<file path="src/rtl/sst_pkg.sv">
// Shared types and codes for the scoped symbol table evaluator.
// No dependencies.
package sst_pkg;

  typedef struct packed {
    logic [2:0]  func;
    logic [7:0]  name_char;
    logic        last;
    logic [7:0]  new_kind;
    logic [15:0] new_value;
    logic        new_is_local;
  } sst_in_t;

  typedef struct packed {
    logic [2:0]  status;
    logic [7:0]  found_kind;
    logic [15:0] found_value;
  } sst_out_t;

  typedef struct packed {
    logic [2:0]  func;
    logic [5:0]  len;
    logic        ovf;
    logic [7:0]  kind;
    logic [15:0] value;
    logic        is_local;
  } sst_job_t;

  localparam logic [2:0] FUNC_ADD    = 3'd0;
  localparam logic [2:0] FUNC_EVAL   = 3'd1;
  localparam logic [2:0] FUNC_RMLOC  = 3'd2;
  localparam logic [2:0] FUNC_CLEAN  = 3'd3;
  localparam logic [2:0] FUNC_CLRALL = 3'd4;

  localparam logic [2:0] ST_OK        = 3'd0;
  localparam logic [2:0] ST_NOT_FOUND = 3'd1;
  localparam logic [2:0] ST_DUPLICATE = 3'd2;
  localparam logic [2:0] ST_BAD_IDENT = 3'd3;
  localparam logic [2:0] ST_BAD_NUM   = 3'd4;
  localparam logic [2:0] ST_FULL      = 3'd5;
  localparam logic [2:0] ST_TOO_LONG  = 3'd6;

  localparam logic [15:0] NUM_MAX = 16'hFFFF;

  function automatic logic char_ok(input logic [7:0] c);
    return (c >= 8'h30 && c <= 8'h39) || (c >= 8'h61 && c <= 8'h7A) || c == 8'h2E;
  endfunction

endpackage

</file>
<file path="src/rtl/sst_front.sv">
// Front end: collects characters into a key, hands finished names to a one-entry queue.
// Depends on sst_pkg.
module sst_front #(
  parameter int NAME_CHARS = 32
) (
  input  logic                         clk,
  input  logic                         rst_n,
  input  logic                         in_valid,
  output logic                         in_ready,
  input  sst_pkg::sst_in_t             in_data,
  output logic                         job_valid,
  input  logic                         job_ready,
  output sst_pkg::sst_job_t            job,
  output logic [NAME_CHARS-1:0][7:0]   job_key
);
  import sst_pkg::*;

  localparam int KW = $clog2(NAME_CHARS);

  logic [NAME_CHARS-1:0][7:0] key_r, key_nxt, jkey_r;
  logic [5:0] len_r, len_nxt;
  logic ovf_r, ovf_nxt;
  logic jv_r;
  sst_job_t job_r;
  logic [7:0] c;
  logic acc;

  assign in_ready  = !jv_r || job_ready;
  assign acc       = in_valid && in_ready;
  assign job_valid = jv_r;
  assign job       = job_r;
  assign job_key   = jkey_r;

  always_comb begin
    c = in_data.name_char;
    if (c >= 8'h41 && c <= 8'h5A) begin
      c = c + 8'h20;
    end
    key_nxt = key_r;
    len_nxt = len_r;
    ovf_nxt = ovf_r;
    if (len_r < 6'(NAME_CHARS)) begin
      key_nxt[len_r[KW-1:0]] = c;
      len_nxt = len_r + 6'd1;
    end else begin
      ovf_nxt = 1'b1;
    end
  end

  always_ff @(posedge clk) begin
    if (!rst_n) begin
      len_r <= '0;
      ovf_r <= 1'b0;
      jv_r  <= 1'b0;
    end else begin
      jv_r <= (jv_r && !job_ready) || (acc && in_data.last);
      if (acc) begin
        key_r <= key_nxt;
        if (in_data.last) begin
          len_r <= '0;
          ovf_r <= 1'b0;
          jkey_r <= key_nxt;
          job_r <= '{func: in_data.func, len: len_nxt, ovf: ovf_nxt,
                     kind: in_data.new_kind, value: in_data.new_value,
                     is_local: in_data.new_is_local};
        end else begin
          len_r <= len_nxt;
          ovf_r <= ovf_nxt;
        end
      end
    end
  end
endmodule

</file>
<file path="config.mk">
export PLATFORM = sky130hd
export DESIGN_NAME = sst_front
export DESIGN_NICKNAME = d
export VERILOG_FILES = /design/src/rtl/sst_pkg.sv /design/src/rtl/sst_front.sv
export SDC_FILE = /design/constraint.sdc
export NUM_CORES = 1
export LEC_CHECK = 0
export BUFFER_PORTS_ARGS = -buffer_cell sky130_fd_sc_hd__buf_2
export CORE_MARGIN = 4
export CORE_UTILIZATION = 45
export DETAILED_ROUTE_END_ITERATION = 10
export GPL_ROUTABILITY_DRIVEN = 0
export GPL_TIMING_DRIVEN = 1
export PLACE_DENSITY = 0.75
export SYNTH_ARGS = -nofsm -noshare
export SYNTH_HDL_FRONTEND = slang
export SYNTH_SLANG_ARGS = --single-unit
</file>
<file path="constraint.sdc">
create_clock -name clk -period 23.8 [get_ports clk]
set_input_delay 2.38 -clock clk [delete_from_list [all_inputs] [get_ports clk]]
set_output_delay 2.38 -clock clk [all_outputs]
set_load 0.005 [all_outputs]
</file>
==> flow_summary.toml <==
[timing]
fin_skew_ns = 0.0289
max_freq_mhz = 177
slew_violations = 0
worst_pin_slew_ns = 1.10
timing.slew.headroom_pct = 26.5
min_period_ns = 5.65
finalSetupViolations = 0
grt_setup_unrepaired = "no"
hold_violations = 0
holdWs_ns = 0.513
min_period_over_period_pct = 23.7
setup_tns_ns = 0

[power_and_ir_drop]
p_leak_nw = 8.66
power_density_mw_per_mm2 = 83.7
ir_worst_vdd_mv = 0.0632

[setup_path]
reg2regPathDepth = 5
worstPathArrival_ns = 5.86
worst_r2r_endpoint = "job_key[190]$_DFFE_PP_"
crit_required_ns = 24.01
r2r_slack_ns = 19.72
path_max_fanout = 81
start_kind = "input port"
critPathCaptureType = "flop"
r2r-start = "job_valid$_SDFF_PN0_"
path_class = "in2reg"

[floorplan]
core_area_sq_mm = 0.0444
die_area_sq_mm = 0.0486
die_w_microns = 221
initial_core_util_pct = 45.8
num_io_pins = 334
die_h_microns = 221
row_count = 77

[drt]
ant_nets = 0
vias = 10400
viasPerCell = 5.18
drtIter0Drc = 853
drc = 0
drt-wirelength-per-cell_microns = 22.5
routed_wl_microns = 45300
dr.pass1.iters = 4

[final_layout]
area_growth_pct = 20.3
drive_above_1_share_pct = 47.7
nets = 1422
fill_cells = 3447
fin_area_sq_mm = 0.0245

[yosys]
syn_area_sq_mm = 0.0203
ys_warn_count = 0
ys_seq_area_share_pct = 81.6
synth-seq-cells = 555
ys_types = 44
syn_nets = 1062
synth_ff_type = "edfxtp_1"
syn_inst = 1016
syn_area_per_cell_sq_um = 20.0
synth_edf_count = 547
synthArstFlopShare_pct = 0

[grt]
grt_max_degree = 161
grt_overflow_total = 0
use_met3_pct = 5.15
met1_usage_pct = 24.2
grt_use_met2_pct = 29.1
grt_pass1_wl_microns = 65000
antenna_found_initial = 2
grt-busiest-layer = "met2"
grt_pass1_vias = 10500
grt_usage_pct = 17.9

[clock_network]
root_buffer = "clkbuf_16"
clk_transition_reported_paths_ns = 0.06
cts.sinks = 555
cts_tree = "yes"
htreeDepth = 2
clock_latency_ns = 0.60
post_cts_buffers = 0
cts_made_buffers = 55
cts-hold-fix-buffers = 0
cts_resized = 0
cts.path.max_buffers = 3

[hold_path]
min_to = "ovf_r$_SDFFE_PN0P_"
min_path_cells = 2
min_from = "ovf_r$_SDFFE_PN0P_"
hold_class = "reg2reg"

[placement]
place_area_sq_mm = 0.0227
hpwl_microns = 28500
port_buffers = 333

[flow_run]
cap_violations = 0

[run_status]
status = "complete, no violations"
-- stage by stage --
step	util (%)	worst slack, ns	std cells	power [mW]
floorplan	-	7.56	1016	1.19
global placement	51.0	17.53	1911	1.22
detailed placement	51.0	17.46	1911	1.22
CTS	55.1	18.10	2014	2.07
global route	55.1	17.88	2015	2.12
finish	55.1	18.15	2016	2.05
-- synthesized netlist by cell type, drive strengths merged, types with 2 or more instances --
cell | number | area share (%)
edfxtp | 547 | 81
mux2 | 221 | 12
nand2 | 76 | 1.4
nor2 | 33 | 0.87
clkbuf | 28 | 0.52
a21oi | 18 | 0.44
buf | 10 | 0.28
o21ai | 10 | 0.25
dfxtp | 8 | 0.79
nor3 | 7 | 0.33
and2 | 6 | 0.18
inv | 6 | 0.11
a21boi | 5 | 0.18
ha | 5 | 0.31
nand3 | 5 | 0.12
a31oi | 3 | 0.092
nand2b | 3 | 0.092
or4 | 3 | 0.11
a21o | 2 | 0.074
and3 | 2 | 0.062
nor2b | 2 | 0.062
nor4 | 2 | 0.092
xnor2 | 2 | 0.086
-- state kept, by name (all words and copies together) (netlist names) --
register / cells
job: 35
job_key: 256
job_valid: 1
key_r: 256
len_r: 6
ovf_r: 1
-- layout make-up --
type | count | area, sq um | area share, %
flip-flops and latches | 555 | 16600 | 67.8
multi-input cells | 417 | 3580 | 14.6
diodes | 2 | 5.00 | 0.0205
clock inverters | 43 | 392 | 1.60
inverters | 6 | 22.5 | 0.0921
well taps | 592 | 741 | 3.03
clock buffers | 60 | 1400 | 5.70
repair buffers | 341 | 1740 | 7.11
-- worst max-delay path: stages --
cell and delay [ns]:
buf_2 0.07, nand2b_1 0.23, and3_4 0.47, and2_4 0.81
buf_4 0.93, buf_4 0.83
-- where the power goes --
group          switching [mW]  internal [mW]
Clock                   0.359          0.490
Sequential            0.00893           1.11
Combinational          0.0522         0.0254
-- cell families after synthesis --
kind of cell | Yosys count | share of synthesized area, %
DFF | 555 | 81.6
muxes | 221 | 12.2
and+or+nand+nor | 145 | 3.56
buffers and inverters | 44 | 0.917
adders and majority gates | 5 | 0.308
AOI/OAI and AO/OA | 44 | 1.29
xor gates and xnor gates | 2 | 0.0862
-- placed cells by master, fill, tap and decap left out, types with 8 or more instances in the layout --
cell type and count:
mux2_2 221, clkinv_1 9, dfxtp_1 8, o21ai_0 9
clkinv_2 16, edfxtp_1 547, nor2_1 18, nand2_1 75
buf_2 333, nor2_2 12, clkbuf_16 55, a21oi_1 18
-- worst max-delay path by stage --
stage	from	end	slack [ns]
6_report	job_ready	job_key[190]$_DFFE_PP_	18.15
4_1_cts	job_ready	job_key[173]$_DFFE_PP_	18.10
2_1_floorplan	job_ready	job[0]$_DFFE_PP_	7.56
3_5_place_dp	job_ready	job_key[109]$_DFFE_PP_	17.46
3_3_place_gp	job_ready	job_key[111]$_DFFE_PP_	17.53
5_1_grt	job_ready	job_key[117]$_DFFE_PP_	17.88
-- layer usage --
metal,vias up,share of wire (%),wire length (microns)
met5,-,0.024,11
met4,2,2.0,883
met3,66,8.0,3610
met2,388,48,22000
met1,5307,42,18800
li1,4680,-,-
No activity file was read; power rests on OpenSTA's default activity.
